### src/sv/gps_pkg.sv
package gps_pkg;

  localparam int unsigned FracBits   = 24;
  localparam int unsigned UniWidth   = 24;
  localparam int unsigned SampleW    = 24;
  localparam int unsigned BatchW     = 16;
  localparam int unsigned SigmaW     = 23;
  localparam int unsigned CfgAddrW   = 2;
  localparam int unsigned CfgDataW   = 24;

  // ln(2) as a Q0.64 constant, split into two 32-bit halves.
  localparam logic [31:0] Ln2Hi = 32'hB17217F7;
  localparam logic [31:0] Ln2Lo = 32'hD1CF79AB;

  localparam logic signed [28:0] SampleMax = 29'sd8388607;
  localparam logic signed [28:0] SampleMin = -29'sd8388608;

  localparam logic [CfgAddrW-1:0] RegBatchCount = 2'd0;
  localparam logic [CfgAddrW-1:0] RegMeanOffset = 2'd1;
  localparam logic [CfgAddrW-1:0] RegScaleSigma = 2'd2;

endpackage

### src/sv/gps_div.sv
module gps_div (
  input  logic        clk_i,
  input  logic        rst_ni,
  input  logic        start_i,
  input  logic [48:0] num_i,
  input  logic [47:0] den_i,
  output logic        busy_o,
  output logic [24:0] quo_o
);

  logic [49:0] rem_q, rem_d;
  logic [24:0] quo_q, quo_d;
  logic [4:0]  cnt_q, cnt_d;
  logic        busy_q, busy_d;
  logic [49:0] rem_sh;
  logic        ge;

  // The first step compares without a shift, so that the integer bit of the quotient comes first.
  assign rem_sh = (cnt_q == 5'd0) ? rem_q : {rem_q[48:0], 1'b0};
  assign ge     = rem_sh >= {2'b00, den_i};

  always_comb begin
    rem_d  = rem_q;
    quo_d  = quo_q;
    cnt_d  = cnt_q;
    busy_d = busy_q;
    if (start_i) begin
      rem_d  = {1'b0, num_i};
      quo_d  = '0;
      cnt_d  = '0;
      busy_d = 1'b1;
    end else if (busy_q) begin
      rem_d = ge ? (rem_sh - {2'b00, den_i}) : rem_sh;
      quo_d = {quo_q[23:0], ge};
      cnt_d = cnt_q + 5'd1;
      if (cnt_q == 5'd24) begin
        busy_d = 1'b0;
      end
    end
  end

  always_ff @(posedge clk_i or negedge rst_ni) begin
    if (!rst_ni) begin
      busy_q <= 1'b0;
      cnt_q  <= '0;
    end else begin
      busy_q <= busy_d;
      cnt_q  <= cnt_d;
    end
  end

  always_ff @(posedge clk_i) begin
    rem_q <= rem_d;
    quo_q <= quo_d;
  end

  assign busy_o = busy_q;
  assign quo_o  = quo_q;

endmodule

### src/sv/gps_sqrt.sv
module gps_sqrt (
  input  logic        clk_i,
  input  logic        rst_ni,
  input  logic        start_i,
  input  logic [31:0] rad_i,
  output logic        busy_o,
  output logic [27:0] root_o
);

  logic [55:0] n_q, n_d;
  logic [30:0] rem_q, rem_d;
  logic [27:0] root_q, root_d;
  logic [4:0]  cnt_q, cnt_d;
  logic        busy_q, busy_d;
  logic [30:0] rem_sh;
  logic [29:0] trial;
  logic        ge;

  // Restoring square root, two radicand bits per step.
  assign rem_sh = {rem_q[28:0], n_q[55:54]};
  assign trial  = {root_q, 2'b01};
  assign ge     = rem_sh >= {1'b0, trial};

  always_comb begin
    n_d    = n_q;
    rem_d  = rem_q;
    root_d = root_q;
    cnt_d  = cnt_q;
    busy_d = busy_q;
    if (start_i) begin
      n_d    = {rad_i, 24'd0};
      rem_d  = '0;
      root_d = '0;
      cnt_d  = '0;
      busy_d = 1'b1;
    end else if (busy_q) begin
      n_d    = {n_q[53:0], 2'b00};
      rem_d  = ge ? (rem_sh - {1'b0, trial}) : rem_sh;
      root_d = {root_q[26:0], ge};
      cnt_d  = cnt_q + 5'd1;
      if (cnt_q == 5'd27) begin
        busy_d = 1'b0;
      end
    end
  end

  always_ff @(posedge clk_i or negedge rst_ni) begin
    if (!rst_ni) begin
      busy_q <= 1'b0;
      cnt_q  <= '0;
    end else begin
      busy_q <= busy_d;
      cnt_q  <= cnt_d;
    end
  end

  always_ff @(posedge clk_i) begin
    n_q    <= n_d;
    rem_q  <= rem_d;
    root_q <= root_d;
  end

  assign busy_o = busy_q;
  assign root_o = root_q;

endmodule

### src/sv/gaussian_polar_sampler_unit.sv
// An accepted request runs through squaring, normalizing (one shift per leading zero of s)
// and the logarithm, then one division, multiply and square root per sample.
// A new request is taken only in the idle state; a rejected pair returns there from the check.
// The 25-step divider and the 28-step square root set the per-sample time.
// Reset (rst_ni low, asynchronous) clears the sequencer, output valid and sample counter,
// and restores batch_count 1, mean_offset 0 and scale_sigma 1.0.
module gaussian_polar_sampler_unit (
  input  logic        clk_i,
  input  logic        rst_ni,
  input  logic        s_axis_tvalid,
  output logic        s_axis_tready,
  input  logic [47:0] s_axis_tdata,   // uniform_first [23:0], uniform_second [47:24]
  output logic        m_axis_tvalid,
  input  logic        m_axis_tready,
  output logic [23:0] m_axis_tdata,   // sample_value [23:0]
  output logic        m_axis_tlast,
  input  logic        cfg_we_i,
  input  logic [1:0]  cfg_addr_i,
  input  logic [23:0] cfg_data_i
);

  localparam logic [3:0] StIdle = 4'd0;
  localparam logic [3:0] StSq1  = 4'd1;
  localparam logic [3:0] StSq2  = 4'd2;
  localparam logic [3:0] StChk  = 4'd3;
  localparam logic [3:0] StNorm = 4'd4;
  localparam logic [3:0] StLog  = 4'd5;
  localparam logic [3:0] StLnLo = 4'd6;
  localparam logic [3:0] StLnHi = 4'd7;
  localparam logic [3:0] StDivG = 4'd8;
  localparam logic [3:0] StDivW = 4'd9;
  localparam logic [3:0] StRMul = 4'd10;
  localparam logic [3:0] StSqG  = 4'd11;
  localparam logic [3:0] StSqW  = 4'd12;
  localparam logic [3:0] StSMul = 4'd13;
  localparam logic [3:0] StEmit = 4'd14;

  logic [3:0]  state_q, state_d;
  logic [15:0] batch_q;
  logic signed [23:0] mean_q;
  logic [22:0] sigma_q;
  logic [15:0] cnt_q, cnt_d;

  logic signed [25:0] v1_q, v2_q;
  logic [48:0] sq1_q, sq2_q;
  logic [49:0] s_q;
  logic [47:0] norm_q;
  logic [5:0]  k_q;
  logic [24:0] m_q;
  logic [23:0] frac_q;
  logic [4:0]  it_q;
  logic [29:0] plo_q;
  logic [30:0] l_q;
  logic [31:0] pr_q;
  logic [26:0] mag_q;
  logic        sel_q, two_q, last1_q, last2_q;
  logic        out_valid_q;
  logic [23:0] out_data_q;
  logic        out_last_q;

  logic [24:0] av1, av2;
  logic [31:0] mul_a, mul_b;
  logic [63:0] prod;
  logic [29:0] lg;
  logic [62:0] lsum;
  logic [25:0] msq;
  logic        accept, out_free;
  logic [15:0] bc;
  logic [16:0] cnt1, cnt2;
  logic signed [28:0] smag, val;
  logic [23:0] sat;
  logic        div_start, div_busy, sq_start, sq_busy;
  logic [24:0] quo;
  logic [27:0] root;

  assign accept   = s_axis_tvalid && s_axis_tready;
  assign out_free = !out_valid_q || m_axis_tready;

  assign av1 = v1_q[25] ? 25'(-v1_q) : v1_q[24:0];
  assign av2 = v2_q[25] ? 25'(-v2_q) : v2_q[24:0];

  // -log2(s) = (k + 1) - log2(m), with k leading zeros below bit 47.
  assign lg   = {6'(k_q + 6'd1), 24'd0} - {6'd0, frac_q};
  assign lsum = {1'b0, prod[61:0]} + {33'd0, plo_q};
  assign msq  = prod[49:24];

  // The one shared multiplier.
  always_comb begin
    mul_a = '0;
    mul_b = '0;
    case (state_q)
      StSq1: begin
        mul_a = {7'd0, av1};
        mul_b = {7'd0, av1};
      end
      StSq2: begin
        mul_a = {7'd0, av2};
        mul_b = {7'd0, av2};
      end
      StLog: begin
        mul_a = {7'd0, m_q};
        mul_b = {7'd0, m_q};
      end
      StLnLo: begin
        mul_a = {2'd0, lg};
        mul_b = gps_pkg::Ln2Lo;
      end
      StLnHi: begin
        mul_a = {2'd0, lg};
        mul_b = gps_pkg::Ln2Hi;
      end
      StRMul: begin
        mul_a = {7'd0, quo};
        mul_b = {1'b0, l_q};
      end
      StSMul: begin
        mul_a = {9'd0, sigma_q};
        mul_b = {4'd0, root};
      end
      default: begin
        mul_a = '0;
        mul_b = '0;
      end
    endcase
  end

  assign prod = mul_a * mul_b;

  assign bc   = (batch_q == 16'd0) ? 16'd1 : batch_q;
  assign cnt1 = {1'b0, cnt_q} + 17'd1;
  assign cnt2 = {1'b0, cnt_q} + 17'd2;

  assign smag = $signed({2'b00, mag_q});
  assign val  = ((sel_q ? v2_q[25] : v1_q[25]) ? -smag : smag)
              + {{5{mean_q[23]}}, mean_q};
  assign sat  = (val > gps_pkg::SampleMax) ? 24'h7FFFFF :
                (val < gps_pkg::SampleMin) ? 24'h800000 : val[23:0];

  assign div_start = (state_q == StDivG);
  assign sq_start  = (state_q == StSqG);

  gps_div u_div (
    .clk_i   (clk_i),
    .rst_ni  (rst_ni),
    .start_i (div_start),
    .num_i   (sel_q ? sq2_q : sq1_q),
    .den_i   (s_q[47:0]),
    .busy_o  (div_busy),
    .quo_o   (quo)
  );

  gps_sqrt u_sqrt (
    .clk_i   (clk_i),
    .rst_ni  (rst_ni),
    .start_i (sq_start),
    .rad_i   (pr_q),
    .busy_o  (sq_busy),
    .root_o  (root)
  );

  always_comb begin
    state_d = state_q;
    cnt_d   = cnt_q;
    case (state_q)
      StIdle: if (accept) state_d = StSq1;
      StSq1:  state_d = StSq2;
      StSq2:  state_d = StChk;
      StChk: begin
        if (s_q[49:48] != 2'b00 || s_q == 50'd0) begin
          state_d = StIdle;
        end else begin
          state_d = StNorm;
          if (cnt1 >= {1'b0, bc}) begin
            cnt_d = '0;
          end else if (cnt2 == {1'b0, bc}) begin
            cnt_d = '0;
          end else begin
            cnt_d = cnt2[15:0];
          end
        end
      end
      StNorm: if (norm_q[47]) state_d = StLog;
      StLog:  if (it_q == 5'd23) state_d = StLnLo;
      StLnLo: state_d = StLnHi;
      StLnHi: state_d = StDivG;
      StDivG: state_d = StDivW;
      StDivW: if (!div_busy) state_d = StRMul;
      StRMul: state_d = StSqG;
      StSqG:  state_d = StSqW;
      StSqW:  if (!sq_busy) state_d = StSMul;
      StSMul: state_d = StEmit;
      StEmit: begin
        if (out_free) begin
          state_d = (!sel_q && two_q) ? StDivG : StIdle;
        end
      end
      default: state_d = StIdle;
    endcase
  end

  always_ff @(posedge clk_i or negedge rst_ni) begin
    if (!rst_ni) begin
      state_q     <= StIdle;
      cnt_q       <= '0;
      batch_q     <= 16'd1;
      mean_q      <= '0;
      sigma_q     <= 23'd65536;
      out_valid_q <= 1'b0;
    end else begin
      state_q <= state_d;
      cnt_q   <= cnt_d;
      if (cfg_we_i) begin
        case (cfg_addr_i)
          gps_pkg::RegBatchCount: batch_q <= cfg_data_i[15:0];
          gps_pkg::RegMeanOffset: mean_q  <= $signed(cfg_data_i);
          gps_pkg::RegScaleSigma: sigma_q <= cfg_data_i[22:0];
          default: ;
        endcase
      end
      if (state_q == StEmit && out_free) begin
        out_valid_q <= 1'b1;
      end else if (m_axis_tready) begin
        out_valid_q <= 1'b0;
      end
    end
  end

  always_ff @(posedge clk_i) begin
    case (state_q)
      StIdle: begin
        v1_q  <= $signed({1'b0, s_axis_tdata[23:0], 1'b0}) - 26'sh1000000;
        v2_q  <= $signed({1'b0, s_axis_tdata[47:24], 1'b0}) - 26'sh1000000;
        sel_q <= 1'b0;
      end
      StSq1: sq1_q <= prod[48:0];
      StSq2: begin
        sq2_q <= prod[48:0];
        s_q   <= {1'b0, sq1_q} + {1'b0, prod[48:0]};
      end
      StChk: begin
        norm_q  <= s_q[47:0];
        k_q     <= '0;
        two_q   <= !(cnt1 >= {1'b0, bc});
        last1_q <= cnt1 >= {1'b0, bc};
        last2_q <= cnt2 == {1'b0, bc};
      end
      StNorm: begin
        if (norm_q[47]) begin
          m_q    <= norm_q[47:23];
          frac_q <= '0;
          it_q   <= '0;
        end else begin
          norm_q <= {norm_q[46:0], 1'b0};
          k_q    <= k_q + 6'd1;
        end
      end
      StLog: begin
        m_q    <= msq[25] ? msq[25:1] : msq[24:0];
        frac_q <= {frac_q[22:0], msq[25]};
        it_q   <= it_q + 5'd1;
      end
      StLnLo: plo_q <= prod[61:32];
      StLnHi: l_q <= lsum[61:31];
      StRMul: pr_q <= prod[55:24];
      StSMul: mag_q <= prod[50:24];
      StEmit: begin
        if (out_free) begin
          out_data_q <= sat;
          out_last_q <= sel_q ? last2_q : last1_q;
          sel_q      <= 1'b1;
        end
      end
      default: ;
    endcase
  end

  assign s_axis_tready = (state_q == StIdle);
  assign m_axis_tvalid = out_valid_q;
  assign m_axis_tdata  = out_data_q;
  assign m_axis_tlast  = out_last_q;

endmodule

### config.mk
export PLATFORM = sky130hd
export DESIGN_NAME = gaussian_polar_sampler_unit
export DESIGN_NICKNAME = d
export VERILOG_FILES = /design/src/sv/gps_pkg.sv /design/src/sv/gps_div.sv /design/src/sv/gps_sqrt.sv /design/src/sv/gaussian_polar_sampler_unit.sv
export SDC_FILE = /design/constraint.sdc
export NUM_CORES = 2
export LEC_CHECK = 0
export BUFFER_PORTS_ARGS = -buffer_cell sky130_fd_sc_hd__buf_2
export CAP_MARGIN = 20
export CELL_PAD_IN_SITES_DETAIL_PLACEMENT = 1
export CELL_PAD_IN_SITES_GLOBAL_PLACEMENT = 1
export CORE_MARGIN = 2
export CORE_UTILIZATION = 52
export CTS_CLUSTER_SIZE = 10
export DETAILED_ROUTE_END_ITERATION = 10
export PLACE_DENSITY_LB_ADDON = 0.3
export SYNTH_ARGS = -nofsm -noshare
export SYNTH_HDL_FRONTEND = slang
export SYNTH_HIERARCHICAL = 1
export SYNTH_SLANG_ARGS = --single-unit
### constraint.sdc
create_clock -name clk_i -period 15.91 [get_ports clk_i]
set_clock_uncertainty 0.1 [all_clocks]
set_input_delay 3.182 -clock clk_i [delete_from_list [all_inputs] [get_ports clk_i]]
set_output_delay 3.182 -clock clk_i [all_outputs]
set_load 0.02 [all_outputs]
# ---- Word-level counts from Yosys, hierarchy flattened
# Index checks and enable logic that the tools add are counted.
dict set report word_totals {
  reg_bits 717
  inputBits 79
  output_inout_bits 27
  word_cells 171
}
dict set report classes {
  bitwise_logic 1
  n_addsub 17
  n_reduce_logical 30
  n_eq_ne 27
  order_cmp 5
  n_mul 1
  n_mux 53
}
# operator n
set op_table {}
lappend op_table {{$pmux W32 S7} 1}
lappend op_table {{$pmux W30 S6} 1}
lappend op_table {{$mux W49} 3}
lappend op_table {{$mux W56} 2}
lappend op_table {{$mux W25} 4}
lappend op_table {{$mux W50} 2}
lappend op_table {{$pmux W48 S2} 1}
lappend op_table {{$add A62 B30 Y62} 1}
lappend op_table {{$mul A32 B32 Y62} 1}
lappend op_table {{$pmux W4 S15} 1}
lappend op_table {{$mux W29} 2}
lappend op_table {{$sub A25 B25 Y26 const B} 2}
lappend op_table {{$add A49 B49 Y50} 1}
lappend op_table {{$ge A50 B48 Y1} 1}
lappend op_table {{$logic_not A50 Y1} 1}
lappend op_table {{$neg A25 Y25} 2}
lappend op_table {{$pmux W25 S2} 1}
lappend op_table {{$sub A50 B48 Y50} 1}
lappend op_table {{$mux W16} 3}
lappend op_table {{$mux W24} 2}
lappend op_table {{$mux W48} 1}
lappend op_table {{$pmux W24 S2} 1}
lappend op_table {{$ge A31 B30 Y1} 1}
lappend op_table {{$sub A30 B24 Y30} 1}
lappend op_table {{40 further kinds} 97}

# ---- Logic depth before layout (Yosys ltp)
dict set report logic_depth {
  depth_word 6
  depth_mapped 51
  mapped_depth_nobuf 48
}

# ---- Modules after synthesis
# Netlist, hierarchy kept.
# module instances area_each_um2 cells_each
set modules_own_cells {}
lappend modules_own_cells {gaussian_polar_sampler_unit 1 58795.1 5982}
lappend modules_own_cells {gps_div 1 7430.9 889}
lappend modules_own_cells {gps_sqrt 1 5482.8 579}

# ---- Worst setup path after synthesis
# Ideal clock, no wire load.
dict set report synth_timing {
  kind {reg-to-reg}
  startpoint {register state_q[1]}
  endpoint {register l_q[30] (data pin)}
  arrival_ns 13.635
  synth_period_minus_slack_ns 13.997
  setup_slack_ns 1.913
  t_required_ns 15.548
  path_stages_with_launch 42
  path_cell_list {dfrtp_1 > clkbuf_1 > nor2b_1 > nand2_1 > clkinv_1 > a222oi_1 > and4_1 > clkbuf_1 > nor2_1 > fa_1 > inv_1 > fa_1 > fa_1 > fa_1 > inv_1 > fa_1 > fa_1 > fa_1 > [... 6 more ...] > nand2_1 > or3_4 > o221a_4 > o21ai_0 > xnor2_1 > ha_1 > nand4_1 > nor4_1 > nand4_1 > o31ai_1 > nand4_2 > nor4_4 > nand4_4 > nor3_4 > and4_1 > buf_4 > nand4_2 > xnor2_1}
}
dict set report synth_via {
  elab_chain_cells 5
  elab_cells_between_ends 12
  classes_between {1 x add/sub; 1 x mul; 7 x eq/ne; 2 x mux; 1 x reduce/logical}
}
# element line
set synth_lines {}
lappend synth_lines {{from (decl)} gaussian_polar_sampler_unit.sv:38} ;# logic [3:0] state_q, state_d;
lappend synth_lines {{from (signal assigned)} gaussian_polar_sampler_unit.sv:203} ;# state_q <= StIdle;
lappend synth_lines {{from (signal assigned)} gaussian_polar_sampler_unit.sv:210} ;# state_q <= state_d;
lappend synth_lines {{$eq A4 B3 Y1} gaussian_polar_sampler_unit.sv:91} ;# case (state_q)
lappend synth_lines {{$reduce_or A2 Y1 (no line)} --}
lappend synth_lines {{$pmux W30 S6} gaussian_polar_sampler_unit.sv:91}
lappend synth_lines {{$mul A32 B32 Y62 (*)} gaussian_polar_sampler_unit.sv:127} ;# assign prod = mul_a * mul_b;
lappend synth_lines {{net prod[26]} gaussian_polar_sampler_unit.sv:63} ;# logic [63:0] prod;
lappend synth_lines {{$add A62 B30 Y62 (*)} gaussian_polar_sampler_unit.sv:84} ;# assign lsum = {1'b0, prod[61:0]} + {33'd0, plo_q};
lappend synth_lines {{net lsum[61]} gaussian_polar_sampler_unit.sv:65} ;# logic [62:0] lsum;
lappend synth_lines {{to (signal assigned)} gaussian_polar_sampler_unit.sv:263} ;# StLnHi: l_q <= lsum[61:31];
lappend synth_lines {{to (decl)} gaussian_polar_sampler_unit.sv:53} ;# logic [30:0] l_q;
# Mark *: on every way through the listed nets, which the timed path passes. The rest lies on a longest branch.
# A chain may end at the register's enable or synchronous reset.

# ---- Worst setup path in the final report
dict set report layout_timing {
  startpoint {register frac_q[2]}
  endpoint {register s_q[48] (data pin)}
}
dict set report layout_via {
  elab_chain_cells 4
}
# element line
set layout_lines {}
lappend layout_lines {{from (decl)} gaussian_polar_sampler_unit.sv:50} ;# logic [23:0] frac_q;
lappend layout_lines {{from (signal assigned)} gaussian_polar_sampler_unit.sv:259} ;# frac_q <= {frac_q[22:0], msq[25]};
lappend layout_lines {{$sub A30 B24 Y30} gaussian_polar_sampler_unit.sv:83} ;# assign lg = {6'(k_q + 6'd1), 24'd0} - {6'd0, frac_q};
lappend layout_lines {{$pmux W30 S6} gaussian_polar_sampler_unit.sv:91}
lappend layout_lines {{$mul A32 B32 Y62} gaussian_polar_sampler_unit.sv:127}
lappend layout_lines {{net prod[42]} gaussian_polar_sampler_unit.sv:63}
lappend layout_lines {{$add A49 B49 Y50} gaussian_polar_sampler_unit.sv:238} ;# s_q <= {1'b0, sq1_q} + {1'b0, prod[48:0]};
lappend layout_lines {{to (signal assigned)} gaussian_polar_sampler_unit.sv:238}
lappend layout_lines {{to (decl)} gaussian_polar_sampler_unit.sv:46} ;# logic [49:0] s_q;
# The timed path passes the listed nets, and every way through them passes these cells.

==> impl_metrics.json <==
{
  "cp_data_arrival_time_ns": 15.67,
  "final_nets": 8883,
  "grt.overflow.total": 0,
  "finalSetupViolCount": 0,
  "dp_hpwl_mm": 208,
  "grt_pass1_vias": 62200,
  "async_flop_share_pct": 13.3,
  "ios": 106,
  "finalSetupTns_ns": 0,
  "grt.total_usage_pct": 37.7,
  "crit_type": "flip-flop to flip-flop",
  "antenna_found_initial": 12,
  "post_cts_buffers": 0,
  "drt-vias-per-instance": 6.20,
  "cts_resized": 0,
  "finalHoldViolations": 0,
  "die-area_um2": 141000,
  "cts.sinks": 712,
  "cp_common_cell": "fa_1",
  "drcViolationCount": 0,
  "worstSkewPairLatency_ns": 0.71,
  "status": "complete, no violations",
  "place.gp.congestion": 0.956,
  "startpoint_type": "flip-flop",
  "synthCells": 7450,
  "core_um2": 137000,
  "grt_pass1_wl_mm": 397,
  "startpoint": "frac_q[2]",
  "grt_max_degree": 70,
  "synthFlopType": "edfxtp_1",
  "finalMaxSlewViolations": 0,
  "yosysWarnings": 6,
  "stdcell_count": 9363,
  "ff_latch_area_um2": 20100,
  "r2r-end": "s_q[48]",
  "fin_crit_ns": 15.32,
  "start_util_pct": 52.3,
  "rows": 136,
  "syn_to_final_growth_pct": 7.91,
  "r2r-start": "frac_q[2]",
  "cap_violations": 0,
  "cp_max_fo": 11,
  "drt-total-wl_mm": 265,
  "ys_ff_latch": 712,
  "max_stage_delay_ns": 0.78,
  "die_y_um": 375,
  "slowest_stage": "xor2_1",
  "ys_types": 119,
  "synth-edff-count": 534,
  "mappedNetlistArea_um2": 71700,
  "hold_path_class": "flip-flop to flip-flop",
  "fillers": 15400,
  "placedCellCount": 9205,
  "rsz0062_at_grt": "false",
  "relSlewSlack_pct": 11.0,
  "portBuffers": 105,
  "r2r_cells": 41,
  "fmax_mhz": 65.3,
  "clockBufferDepth": 3,
  "die_width_um": 375,
  "tightest_slew_ns": 1.33,
  "path_clk_slew_ns": 0.06,
  "critPathCaptureType": "flip-flop",
  "ant_nets": 0,
  "holdBufCountCts": 0,
  "cts_tree": "done",
  "syn_area_per_cell_um2": 9.63,
  "vias": 58100,
  "multi_input_area_um2": 46300,
  "layout-drive-gt1-share_pct": 8.98,
  "min_period_over_period_pct": 96.3,
  "wl_per_cell_um": 28.3,
  "cts-buffers-inserted": 85,
  "htree_num_levels": 3,
  "r2r_slack_ns": 0.59,
  "firstDrtPassIters": 5,
  "cp.required_ns": 16.25,
  "yosysSeqAreaShare_pct": 28.0,
  "cts_root_buf": "clkbuf_16",
  "endpoint": "s_q[48]",
  "drt_iter0_drc": 5548
}
## state kept, by name, indices dropped and copies added, names as in the netlist, 25 cells and up
name and cells:
s_q 50, u_div/rem_q 50, sq1_q 49, sq2_q 49, norm_q 48, pr_q 32
u_sqrt/n_q 32, l_q 31, plo_q 30, u_sqrt/rem_q 29, u_sqrt/root_o 28, mag_q 27
m_q 25, u_div/quo_o 25
## cells by family (layout without fill, tap and decap cells)
| group | count (synthesis) | after routing | synth area share (%) |
|---|---|---|---|
| AO/OA/AOI/OAI | 1173 | 1173 | 10.5 |
| XOR/XNOR | 341 | 341 | 4.24 |
| adder cells (fa/ha/maj) | 1302 | 1302 | 31.5 |
| buffers and inverters | 1481 | 1576 | 7.85 |
| flip-flops | 712 | 712 | 28.0 |
| multiplexers | 277 | 277 | 4.18 |
| other | 2 | 26 | 0.0105 |
| AND/OR/NAND/NOR | 2162 | 2162 | 13.7 |
## area by class of cell
type | instances | share of cell area, %
antenna | 6 | 0.0194
clock buffer | 133 | 3.07
inverter | 1149 | 5.58
timing repair buffer | 279 | 2.45
clock inverter | 15 | 0.259
sequential | 712 | 26.0
multi-input combinational | 5275 | 59.8
tap | 1794 | 2.90
## Yosys cell counts (19+ instances only)
master / count / area share, %
ha_1: 463 / 8.1
nor3_1: 60 / 0.42
buf_2: 27 / 0.19
nor2b_1: 36 / 0.31
nand2_1: 874 / 4.6
mux2i_1: 98 / 1.4
dfrtp_1: 93 / 3.2
xor2_1: 147 / 1.8
nor2_1: 633 / 3.3
a22oi_1: 36 / 0.38
nand3_1: 94 / 0.66
xnor2_1: 187 / 2.3
o31ai_1: 34 / 0.36
o21ai_0: 279 / 1.9
o21a_1: 63 / 0.66
clkbuf_1: 272 / 1.4
and2_1: 35 / 0.31
nand4_1: 73 / 0.64
o211ai_1: 24 / 0.25
nor4_1: 39 / 0.34
or3_1: 25 / 0.22
inv_1: 1142 / 6.0
o21bai_1: 31 / 0.32
fa_1: 839 / 23
and3_1: 65 / 0.57
and4_1: 19 / 0.23
a211oi_1: 44 / 0.46
a21oi_1: 329 / 2.3
a31oi_1: 50 / 0.44
nand2b_1: 104 / 0.91
mux2_2: 179 / 2.8
edfxtp_1: 534 / 22
dfxtp_1: 83 / 2.3
a21o_1: 116 / 1.2
buf_1: 25 / 0.13
## worst max-delay path: cells and delay by family (launching register included)
family	cells	cell delay, ns
AOI/OAI and AO/OA	10	2.96
xor gates and xnor gates	3	1.38
adders and majority gates	10	5.05
buffers and inverters	6	1.01
DFF	1	0.47
and+or+nand+nor	12	4.10
## metrics by stage
stage               util, %  setup slack [ns]  area [µm²]  hold slack, ns
CTS                    56.4             0.909       77300           0.410
finish                 56.4             0.586       77400           0.407
floorplan                 -              1.91       71800           0.329
detailed placement     54.5             0.924       74700           0.401
global placement       54.4              1.08       74600           0.362
global route           56.4             0.124       77400           0.421
## cells in the final DEF, fill, tap and decap left out, drive strengths merged, types with 83 or more instances in the layout
master	count
edfxtp	534
clkbuf	135
dfxtp	83
dfrtp	93
nand2b	104
buf	277
a21oi	332
nand2	875
fa	839
nand3	94
ha	463
xnor2	194
mux2i	98
xor2	147
nor2	635
o21ai	288
mux2	179
a21o	116
inv	1147
## routing by layer
layer / track usage (%) / vias up / part of all wire (%)
met5: 0.377 / - / 0.090
met4: 17.7 / 22 / 5.5
met3: 8.45 / 666 / 9.1
met2: 59.2 / 2672 / 46
met1: 49.8 / 30100 / 40
li1: - / 24700 / -
## worst min-delay path by stage
stage | end | cells after the start | startpoint | slack [ns]
finish | u_sqrt/rem_q[19] | 2 | u_sqrt/rem_q[19] | 0.41
global route | u_sqrt/rem_q[19] | 2 | u_sqrt/rem_q[19] | 0.42
CTS | u_sqrt/rem_q[19] | 2 | u_sqrt/rem_q[19] | 0.41
detailed placement | u_sqrt/rem_q[19] | 2 | u_sqrt/rem_q[19] | 0.40
global placement | u_sqrt/rem_q[27] | 2 | u_sqrt/rem_q[27] | 0.36
floorplan | u_sqrt/rem_q[27] | 2 | u_sqrt/rem_q[27] | 0.33
Power is left out: the tool's default activity adds up to more than one toggle a clock period on the data nets, which glitch-free logic cannot reach.
